$ cat config.mk
export PLATFORM = sky130hd
export DESIGN_NAME = chain_extent_averager
export DESIGN_NICKNAME = d
export VERILOG_FILES = /design/src/rtl/core/cea_pkg.sv /design/src/rtl/core/cea_front.sv /design/src/rtl/core/cea_queue.sv /design/src/rtl/core/cea_divider.sv /design/src/rtl/core/chain_extent_averager.sv
export SDC_FILE = /design/constraint.sdc
export NUM_CORES = 2
export LEC_CHECK = 0
export BUFFER_PORTS_ARGS = -buffer_cell sky130_fd_sc_hd__buf_2
export CAP_MARGIN = 40
export CELL_PAD_IN_SITES_DETAIL_PLACEMENT = 1
export CELL_PAD_IN_SITES_GLOBAL_PLACEMENT = 1
export CORE_MARGIN = 1.5
export CORE_UTILIZATION = 55
export CTS_CLUSTER_SIZE = 20
export DETAILED_ROUTE_END_ITERATION = 7
export PLACE_DENSITY = 0.93
export SLEW_MARGIN = 0
export SYNTH_ARGS = -nofsm -noshare
export SYNTH_HDL_FRONTEND = slang
export SYNTH_SLANG_ARGS = --single-unit
$ cat constraint.sdc
create_clock -name aclk -period 53.7 [get_ports aclk]
set_input_delay 10.74 -clock aclk [delete_from_list [all_inputs] [get_ports aclk]]
set_output_delay 10.74 -clock aclk [all_outputs]
set_load 0.005 [all_outputs]
$ cat src/rtl/core/cea_pkg.sv
// shared types and constants for the chain extent averager
`default_nettype none
package cea_pkg;
    localparam int BOX_W = 31;
    localparam int POS_W = 32;
    localparam int UNW_W = 48;
    localparam int SUM_W = 64;
    localparam int AVG_W = 40;
    localparam int CNT_W = 17;
    localparam int FRM_W = 32;
    localparam int NUM_AXES = 3;
    localparam int AXIS_W = 2;
    localparam logic [CNT_W-1:0] MAX_CHAINS = 17'd65536;
    localparam int IDX_W = 2;
    localparam logic [IDX_W-1:0] REG_BOX_X = 2'd0;
    localparam logic [IDX_W-1:0] REG_BOX_Y = 2'd1;
    localparam logic [IDX_W-1:0] REG_BOX_Z = 2'd2;
    localparam int QDEPTH = 2;

    // one frame-end request handed from front to back
    typedef struct packed {
        logic [NUM_AXES-1:0][SUM_W-1:0] sum;
        logic [CNT_W-1:0]               count;
        logic [FRM_W-1:0]               frame;
    } frame_req_t;

    typedef struct packed {
        logic [NUM_AXES-1:0][AVG_W-1:0] avg;
        logic [CNT_W-1:0]               count;
        logic [FRM_W-1:0]               frame;
    } frame_res_t;
endpackage
`default_nettype wire

$ cat src/rtl/core/cea_front.sv
// front part: bond unwrapping, extent tracking and per-frame sums
`default_nettype none
module cea_front (
    input  wire logic                                     aclk,
    input  wire logic                                     aresetn,
    input  wire logic                                     in_valid,
    output logic                                          in_ready,
    input  wire logic [cea_pkg::NUM_AXES-1:0][cea_pkg::POS_W-1:0] pos,
    input  wire logic                                     chain_start,
    input  wire logic                                     frame_end,
    input  wire logic [cea_pkg::NUM_AXES-1:0][cea_pkg::BOX_W-1:0] box_len,
    output logic                                          req_valid,
    input  wire logic                                     req_ready,
    output cea_pkg::frame_req_t                           req
);
    import cea_pkg::*;

    logic signed [POS_W-1:0] prev_reg [NUM_AXES];
    logic signed [UNW_W-1:0] unw_reg  [NUM_AXES];
    logic signed [UNW_W-1:0] min_reg  [NUM_AXES];
    logic signed [UNW_W-1:0] max_reg  [NUM_AXES];
    logic [SUM_W-1:0]        sum_reg  [NUM_AXES];
    logic [CNT_W-1:0]        cnt_reg;
    logic [FRM_W-1:0]        frm_reg;
    logic                    open_reg;
    logic                    pend_reg;

    logic signed [UNW_W-1:0] unw_next [NUM_AXES];
    logic signed [UNW_W-1:0] min_next [NUM_AXES];
    logic signed [UNW_W-1:0] max_next [NUM_AXES];
    logic [SUM_W-1:0]        sum_close [NUM_AXES];
    logic [CNT_W-1:0]        cnt_close;
    logic                    do_close;
    logic                    acc;

    // a frame end may only be taken when the queue has room; the cycle after it
    // closes the last chain and hands the request over
    assign in_ready = req_ready && !pend_reg;
    assign acc = in_valid && in_ready;

    always_comb begin
        logic signed [POS_W+1:0] d;
        logic signed [POS_W+1:0] d2;
        logic signed [POS_W+1:0] l;
        logic signed [UNW_W+1:0] u;
        logic [SUM_W:0]          s;
        for (int a = 0; a < NUM_AXES; a++) begin
            l  = {3'b000, box_len[a]};
            d  = {{2{pos[a][POS_W-1]}}, pos[a]} - {{2{prev_reg[a][POS_W-1]}}, prev_reg[a]};
            d2 = d <<< 1;
            if (d2 > l) begin
                d = d - l;
            end else if (d2 < -l) begin
                d = d + l;
            end
            u = {{2{unw_reg[a][UNW_W-1]}}, unw_reg[a]}
                + {{(UNW_W-POS_W){d[POS_W+1]}}, d};
            if (u > $signed({2'b00, 1'b0, {(UNW_W-1){1'b1}}})) begin
                unw_next[a] = {1'b0, {(UNW_W-1){1'b1}}};
            end else if (u < $signed({2'b11, 1'b1, {(UNW_W-1){1'b0}}})) begin
                unw_next[a] = {1'b1, {(UNW_W-1){1'b0}}};
            end else begin
                unw_next[a] = u[UNW_W-1:0];
            end
            min_next[a] = (unw_next[a] < min_reg[a]) ? unw_next[a] : min_reg[a];
            max_next[a] = (unw_next[a] > max_reg[a]) ? unw_next[a] : max_reg[a];
            s = {1'b0, sum_reg[a]} + {{(SUM_W-UNW_W+1){1'b0}},
                (max_reg[a] - min_reg[a])};
            sum_close[a] = s[SUM_W] ? {SUM_W{1'b1}} : s[SUM_W-1:0];
        end
    end

    assign do_close  = open_reg && (cnt_reg < MAX_CHAINS);
    assign cnt_close = cnt_reg + CNT_W'(1);

    // frame-end request built from the registered state after the frame-end monomer
    always_comb begin
        for (int a = 0; a < NUM_AXES; a++) begin
            req.sum[a] = do_close ? sum_close[a] : sum_reg[a];
        end
        req.count = do_close ? cnt_close : cnt_reg;
        req.frame = frm_reg;
    end

    assign req_valid = pend_reg;

    always_ff @(posedge aclk) begin
        if (!aresetn) begin
            for (int a = 0; a < NUM_AXES; a++) begin
                prev_reg[a] <= '0;
                unw_reg[a]  <= '0;
                min_reg[a]  <= '0;
                max_reg[a]  <= '0;
                sum_reg[a]  <= '0;
            end
            cnt_reg  <= '0;
            frm_reg  <= '0;
            open_reg <= 1'b0;
            pend_reg <= 1'b0;
        end else begin
            pend_reg <= acc && frame_end;
            if (acc) begin
                if (chain_start) begin
                    for (int a = 0; a < NUM_AXES; a++) begin
                        prev_reg[a] <= pos[a];
                        unw_reg[a]  <= {{(UNW_W-POS_W){pos[a][POS_W-1]}}, pos[a]};
                        min_reg[a]  <= {{(UNW_W-POS_W){pos[a][POS_W-1]}}, pos[a]};
                        max_reg[a]  <= {{(UNW_W-POS_W){pos[a][POS_W-1]}}, pos[a]};
                        if (do_close) sum_reg[a] <= sum_close[a];
                    end
                    if (do_close) cnt_reg <= cnt_close;
                    open_reg <= 1'b1;
                end else if (open_reg) begin
                    for (int a = 0; a < NUM_AXES; a++) begin
                        prev_reg[a] <= pos[a];
                        unw_reg[a]  <= unw_next[a];
                        min_reg[a]  <= min_next[a];
                        max_reg[a]  <= max_next[a];
                    end
                end
            end else if (pend_reg) begin
                for (int a = 0; a < NUM_AXES; a++) sum_reg[a] <= '0;
                cnt_reg  <= '0;
                open_reg <= 1'b0;
                frm_reg  <= frm_reg + FRM_W'(1);
            end
        end
    end

    assert property (@(posedge aclk) disable iff (!aresetn)
        cnt_reg <= MAX_CHAINS) else $error("chain count beyond limit");
    assert property (@(posedge aclk) disable iff (!aresetn)
        req_valid |-> req.count <= MAX_CHAINS) else $error("bad request count");
    assert property (@(posedge aclk) disable iff (!aresetn)
        req_valid |-> req_ready) else $error("request without queue room");
    assert property (@(posedge aclk) disable iff (!aresetn)
        pend_reg |=> (cnt_reg == '0 && !open_reg))
        else $error("frame state not cleared");
    assert property (@(posedge aclk) disable iff (!aresetn)
        open_reg |-> (min_reg[0] <= max_reg[0])) else $error("x range inverted");
endmodule
`default_nettype wire

$ cat src/rtl/core/cea_queue.sv
// short request queue between the front and the divider
`default_nettype none
module cea_queue (
    input  wire logic                aclk,
    input  wire logic                aresetn,
    input  wire logic                wr_valid,
    output logic                     wr_ready,
    input  wire cea_pkg::frame_req_t wr_data,
    output logic                     rd_valid,
    input  wire logic                rd_ready,
    output cea_pkg::frame_req_t      rd_data
);
    import cea_pkg::*;

    frame_req_t mem_reg [QDEPTH];
    logic [0:0] wp_reg;
    logic [0:0] rp_reg;
    logic [1:0] fill_reg;

    assign wr_ready = fill_reg != 2'(QDEPTH);
    assign rd_valid = fill_reg != 2'd0;
    assign rd_data  = mem_reg[rp_reg];

    always_ff @(posedge aclk) begin
        if (wr_valid && wr_ready) mem_reg[wp_reg] <= wr_data;
    end

    always_ff @(posedge aclk) begin
        if (!aresetn) begin
            wp_reg   <= '0;
            rp_reg   <= '0;
            fill_reg <= '0;
        end else begin
            if (wr_valid && wr_ready) wp_reg <= wp_reg + 1'b1;
            if (rd_valid && rd_ready) rp_reg <= rp_reg + 1'b1;
            fill_reg <= fill_reg + 2'(wr_valid && wr_ready) - 2'(rd_valid && rd_ready);
        end
    end

    assert property (@(posedge aclk) disable iff (!aresetn)
        fill_reg <= 2'(QDEPTH)) else $error("queue overfilled");
    assert property (@(posedge aclk) disable iff (!aresetn)
        (fill_reg == 2'd0) |-> (wp_reg == rp_reg)) else $error("pointer mismatch");
    assert property (@(posedge aclk) disable iff (!aresetn)
        (fill_reg == 2'(QDEPTH)) |-> (wp_reg == rp_reg)) else $error("pointer mismatch full");
endmodule
`default_nettype wire

$ cat src/rtl/core/cea_divider.sv
// back part: restoring divider for the per-axis averages, one bit a cycle
`default_nettype none
module cea_divider (
    input  wire logic                aclk,
    input  wire logic                aresetn,
    input  wire logic                req_valid,
    output logic                     req_ready,
    input  wire cea_pkg::frame_req_t req,
    output logic                     res_valid,
    input  wire logic                res_ready,
    output cea_pkg::frame_res_t      res
);
    import cea_pkg::*;

    typedef enum logic [1:0] {IDLE, DIVIDE, NEXT_AXIS, DONE} state_t;

    state_t                  state_reg;
    logic [SUM_W-1:0]        quo_reg;
    logic [CNT_W:0]          rem_reg;
    logic [6:0]              bit_reg;
    logic [AXIS_W-1:0]       axis_reg;
    frame_req_t              req_reg;
    frame_res_t              res_reg;

    logic [CNT_W:0]          trial;
    logic [CNT_W:0]          shifted;

    assign req_ready = state_reg == IDLE;
    assign res_valid = state_reg == DONE;
    assign res       = res_reg;
    assign shifted   = {rem_reg[CNT_W-1:0], quo_reg[SUM_W-1]};
    assign trial     = shifted - {1'b0, req_reg.count};

    always_ff @(posedge aclk) begin
        if (!aresetn) begin
            state_reg <= IDLE;
            bit_reg   <= '0;
            axis_reg  <= '0;
        end else begin
            unique case (state_reg)
                IDLE: begin
                    if (req_valid) begin
                        req_reg   <= req;
                        res_reg.count <= req.count;
                        res_reg.frame <= req.frame;
                        axis_reg  <= '0;
                        quo_reg   <= req.sum[0];
                        rem_reg   <= '0;
                        bit_reg   <= 7'(SUM_W);
                        state_reg <= DIVIDE;
                    end
                end
                DIVIDE: begin
                    if (!trial[CNT_W]) begin
                        rem_reg <= trial;
                        quo_reg <= {quo_reg[SUM_W-2:0], 1'b1};
                    end else begin
                        rem_reg <= shifted;
                        quo_reg <= {quo_reg[SUM_W-2:0], 1'b0};
                    end
                    bit_reg <= bit_reg - 7'd1;
                    if (bit_reg == 7'd1) state_reg <= NEXT_AXIS;
                end
                NEXT_AXIS: begin
                    if (req_reg.count == '0) begin
                        res_reg.avg[axis_reg] <= '0;
                    end else if (quo_reg[SUM_W-1:AVG_W] != '0) begin
                        res_reg.avg[axis_reg] <= {AVG_W{1'b1}};
                    end else begin
                        res_reg.avg[axis_reg] <= quo_reg[AVG_W-1:0];
                    end
                    if (axis_reg == AXIS_W'(NUM_AXES - 1)) begin
                        state_reg <= DONE;
                    end else begin
                        axis_reg  <= axis_reg + AXIS_W'(1);
                        quo_reg   <= req_reg.sum[axis_reg + AXIS_W'(1)];
                        rem_reg   <= '0;
                        bit_reg   <= 7'(SUM_W);
                        state_reg <= DIVIDE;
                    end
                end
                DONE: begin
                    if (res_ready) state_reg <= IDLE;
                end
                default: state_reg <= IDLE;
            endcase
        end
    end

    assert property (@(posedge aclk) disable iff (!aresetn)
        (state_reg == DIVIDE) |-> (bit_reg != 7'd0)) else $error("bit count ran out");
    assert property (@(posedge aclk) disable iff (!aresetn)
        (state_reg == DIVIDE) |-> (rem_reg < {1'b0, req_reg.count} || req_reg.count == '0))
        else $error("remainder too large");
    assert property (@(posedge aclk) disable iff (!aresetn)
        (res_valid && !res_ready) |=> res_valid) else $error("result dropped");
endmodule
`default_nettype wire

$ cat src/rtl/core/chain_extent_averager.sv
// top level of the chain extent averager
`default_nettype none
// Monomers are taken one per cycle: the front unwraps each bond and tracks
// per-axis extents as each monomer is taken. After a frame-end monomer,
// s_tready is low in the following cycle while the last chain is closed and
// the frame-end request is formed. The request goes through a two-entry queue
// to a shared bit-serial divider, which takes no new request until its result
// is taken; monomers keep streaming while it works, and s_tready also falls
// while two frame ends are already queued.
module chain_extent_averager (
    input  wire logic         aclk,
    input  wire logic         aresetn,
    input  wire logic         s_tvalid,
    output logic              s_tready,
    input  wire logic [95:0]  s_tdata,  // pos_x, pos_y, pos_z
    input  wire logic         s_tlast,  // frame_end
    input  wire logic         s_tuser,  // chain_start
    output logic              m_tvalid,
    input  wire logic         m_tready,
    output logic [175:0]      m_tdata,  // avg_extent_x/y/z, chain_total, frame_index, pad
    input  wire logic         cfg_valid,
    output logic              cfg_ready,
    input  wire logic [1:0]   cfg_index,
    input  wire logic [30:0]  cfg_data
);
    import cea_pkg::*;

    logic [NUM_AXES-1:0][BOX_W-1:0] box_reg;
    logic [NUM_AXES-1:0][POS_W-1:0] pos;
    frame_req_t f_req, q_req;
    frame_res_t res;
    logic f_valid, f_ready, q_valid, q_ready;

    assign cfg_ready = 1'b1;
    always_ff @(posedge aclk) begin
        if (!aresetn) begin
            for (int a = 0; a < NUM_AXES; a++) box_reg[a] <= 31'd655360;
        end else if (cfg_valid) begin
            unique case (cfg_index)
                REG_BOX_X: box_reg[0] <= cfg_data;
                REG_BOX_Y: box_reg[1] <= cfg_data;
                REG_BOX_Z: box_reg[2] <= cfg_data;
                default: ;
            endcase
        end
    end

    assign pos[0] = s_tdata[31:0];
    assign pos[1] = s_tdata[63:32];
    assign pos[2] = s_tdata[95:64];

    cea_front u_front (
        .aclk, .aresetn,
        .in_valid(s_tvalid), .in_ready(s_tready),
        .pos, .chain_start(s_tuser), .frame_end(s_tlast),
        .box_len(box_reg),
        .req_valid(f_valid), .req_ready(f_ready), .req(f_req)
    );

    cea_queue u_queue (
        .aclk, .aresetn,
        .wr_valid(f_valid), .wr_ready(f_ready), .wr_data(f_req),
        .rd_valid(q_valid), .rd_ready(q_ready), .rd_data(q_req)
    );

    cea_divider u_div (
        .aclk, .aresetn,
        .req_valid(q_valid), .req_ready(q_ready), .req(q_req),
        .res_valid(m_tvalid), .res_ready(m_tready), .res
    );

    assign m_tdata = {7'd0, res.frame, res.count, res.avg[2], res.avg[1], res.avg[0]};
endmodule
`default_nettype wire
==> flow_summary.yaml <==
power:
  vdd_drop_max_mv: 0.0422
  netSwitchingFraction_pct: 48.1
  power.internal_w: 0.00420
  leakagePower_nw: 55.3
  seqPwrFrac_pct: 23.5
  clockPowerShare_pct: 17.6
  powerDensity_nw_per_um2: 60.1
  p_switching_w: 0.00389
  p_comb_share_pct: 59.0
placement:
  gp_congestion: 0.978
  place_hpwl_um: 336000
  io_buffers: 306
die:
  die_w_um: 476
  io-pin-count: 315
  die_h_um: 476
  fp-row-count: 173
  start_util_pct: 55.4
  core_area_um2: 223000
  die_area_um2: 227000
route:
  finalWirelength_um: 488000
  via_per_inst: 6.95
  drt_first_pass_iters: 8
  wl_per_cell_um: 30.7
  vias: 111000
  route.detailed.drc: 0
  drt_iter0_markers: 14400
  ant_nets: 0
run_status:
  status: "completed"
worst_setup_path:
  crit_slowest_cell: "nor2_2"
  critPathKind: "in2reg"
  arrival_ns: 25.52
  required_ns: 54.20
  setup.worst_path.end_class: "flop"
  path_max_fanout: 37
  startpoint_type: "input pin"
  cp_slowest_stage_delay_ns: 0.74
sta:
  rsz0062_at_grt: "false"
  slew_violations: 0
  setup_viol: 0
  worst_slew_pin_slew_ns: 1.03
  slew_headroom_pct: 30.6
  fmaxAchievable_mhz: 40.0
  skew_ns: 0.0914
  whs_ns: 0.497
  post-route-period-util_pct: 46.6
  finalSetupTns_ns: 0
  hold_violations: 0
  fin_crit_ns: 25.02
hold_path:
  hold_class: "reg2reg"
clock_tree:
  cts-root-buf: "clkbuf_16"
  cts_setup_buffers: 0
  cts_tree: "yes"
  cts_resized: 0
  cts_max_level: 4
  hold_buffers: 0
  max-clock-path-buffers: 3
  clock_latency_ns: 0.93
  clk_pin_slew_ns: 0.06
  cts_buffers: 193
  clock-sinks: 1804
logic_synthesis:
  ys_warn_count: 0
  yosysUniqueCellTypes: 103
  synth_area_um2: 123000
  postSynthCellCount: 12600
  ys.flop_type: "edfxtp_1"
  synth-edff-count: 1644
  postSynth.asyncResetShare_pct: 0
  yosysSeqAreaShare_pct: 42.7
  postSynthAreaPerCell_um2: 9.76
  synth_seq_cells: 1804
global_routing:
  first_global_vias: 113000
  grt_use_total_pct: 41.2
  grt.overflow.total: 0
  grt_pass1_wl_um: 722000
  antenna_found_initial: 36
  grt_max_degree: 148
finish:
  layout.nets: 14100
  area_growth_pct: 9.22
  drive_above_1_share_pct: 8.97
  largest_reg_flops: 482
run:
  cap_violations: 0
worst max-delay path, delay by kind of cell:
family	cells	cell delay (ns)
adders and majority gates	5	1.83
and+or+nand+nor	8	1.75
muxes	1	0.33
buffers and inverters	6	1.35
AOI/OAI and AO/OA	29	8.83
xor gates and xnor gates	1	0.62
final cells by class:
class / instances / area (um^2)
diodes: 18 / 45.0
clock inverters: 114 / 1310
multi-input cells: 9497 / 65800
flip-flops and latches: 1804 / 52600
repair buffers: 449 / 2960
fillers: 24400 / 87900
well taps: 2975 / 3720
inverters: 812 / 3050
clock buffers: 245 / 5140
stage by stage:
stage                     power, W  instance area, um^2  std cells  worst slack (ns)  utilization [%]
final                      0.00809               135000      15900             28.68             60.5
after global routing       0.00841               135000      15900             28.12             60.5
after CTS                  0.00787               134000      15900             28.60             60.4
after detailed placement   0.00629               128000      15500             27.79             57.5
after global placement     0.00589               127000      15500             28.41             57.3
after floorplan            0.00488               123000      12600             28.85                -
synthesized netlist by cell type (73+ instances only):
master       n  area [um^2]
edfxtp_1  1644        49400
ha_1      1221        15300
nand2_1   1183         4440
a21oi_1   1108         5550
nor2_1     960         3600
o21ai_0    882         4410
inv_1      808         3030
a21o_1     545         4090
clkbuf_1   454         1700
xnor2_1    430         3770
mux2_2     260         2930
nor2b_1    243         1520
xor2_1     197         1730
nand4_1    179         1120
nand3_1    174          871
nor3_1     171          856
dfxtp_1    160         3200
nand2b_1   145          907
o21bai_1   135         1010
o21a_1     123          923
a22o_1     121         1060
a31oi_1    116          726
mux2i_1    103         1030
and3_1      98          613
a22oi_1     73          548
power groups by stage:
stage | logic [W] | clock network [W] | registers (W)
CTS | 0.00457 | 0.00141 | 0.00189
floorplan | 0.00300 | 0 | 0.00188
finish | 0.00477 | 0.00142 | 0.00190
global route | 0.00505 | 0.00146 | 0.00190
global placement | 0.00400 | 0 | 0.00189
detailed placement | 0.00438 | 0 | 0.00191
path summary, 6_finish.rpt:
path / startpoint / endpoint / slack (ns) / cells after the start
setup / recovery: s_tdata[0] / u_front.min_reg[0][24] / 28.68 / 50
hold / removal: box_reg[68] / box_reg[68] / 0.50 / 2
setup reg to reg: box_reg[63] / u_front.min_reg[0][129] / 38.39 / 48
hold reg to reg: box_reg[68] / box_reg[68] / 0.50 / 2
cell families after synthesis:
family                   Yosys count  synth area share, %
AO/OA/AOI/OAI                   3783                 19.6
flip-flops                      1804                 42.7
AND/OR/NAND/NOR                 3459                 13.1
multiplexers                     363                 3.21
other                              2              0.00609
adder cells (fa/ha/maj)         1256                 12.8
XOR/XNOR                         628                 4.47
buffers and inverters           1335                 4.19
layer usage:
layer	routed length (um)	share of wire, %	global-route usage, %	vias up
li1	-	-	-	46700
met1	182000	37	51.2	54300
met2	219000	45	65.2	7472
met3	49400	10	9.12	2155
met4	37500	7.7	26.1	34
met5	230	0.047	0	-
layout by cell type, fill, tap and decap left out, types with 135 or more instances in the layout:
| master | instances |
|---|---|
| a21oi_1 | 1108 |
| edfxtp_1 | 1644 |
| nor2b_1 | 242 |
| nor3_1 | 171 |
| o21ai_0 | 876 |
| xnor2_1 | 430 |
| ha_1 | 1215 |
| nand2b_1 | 145 |
| nor2_1 | 945 |
| buf_2 | 318 |
| nand2_1 | 1179 |
| xor2_1 | 197 |
| nand4_1 | 179 |
| inv_1 | 807 |
| mux2_2 | 260 |
| clkbuf_16 | 195 |
| nand3_1 | 174 |
| a21o_1 | 543 |
| dfxtp_1 | 159 |
| o21bai_1 | 135 |
Power figures use the tool's default switching activity.
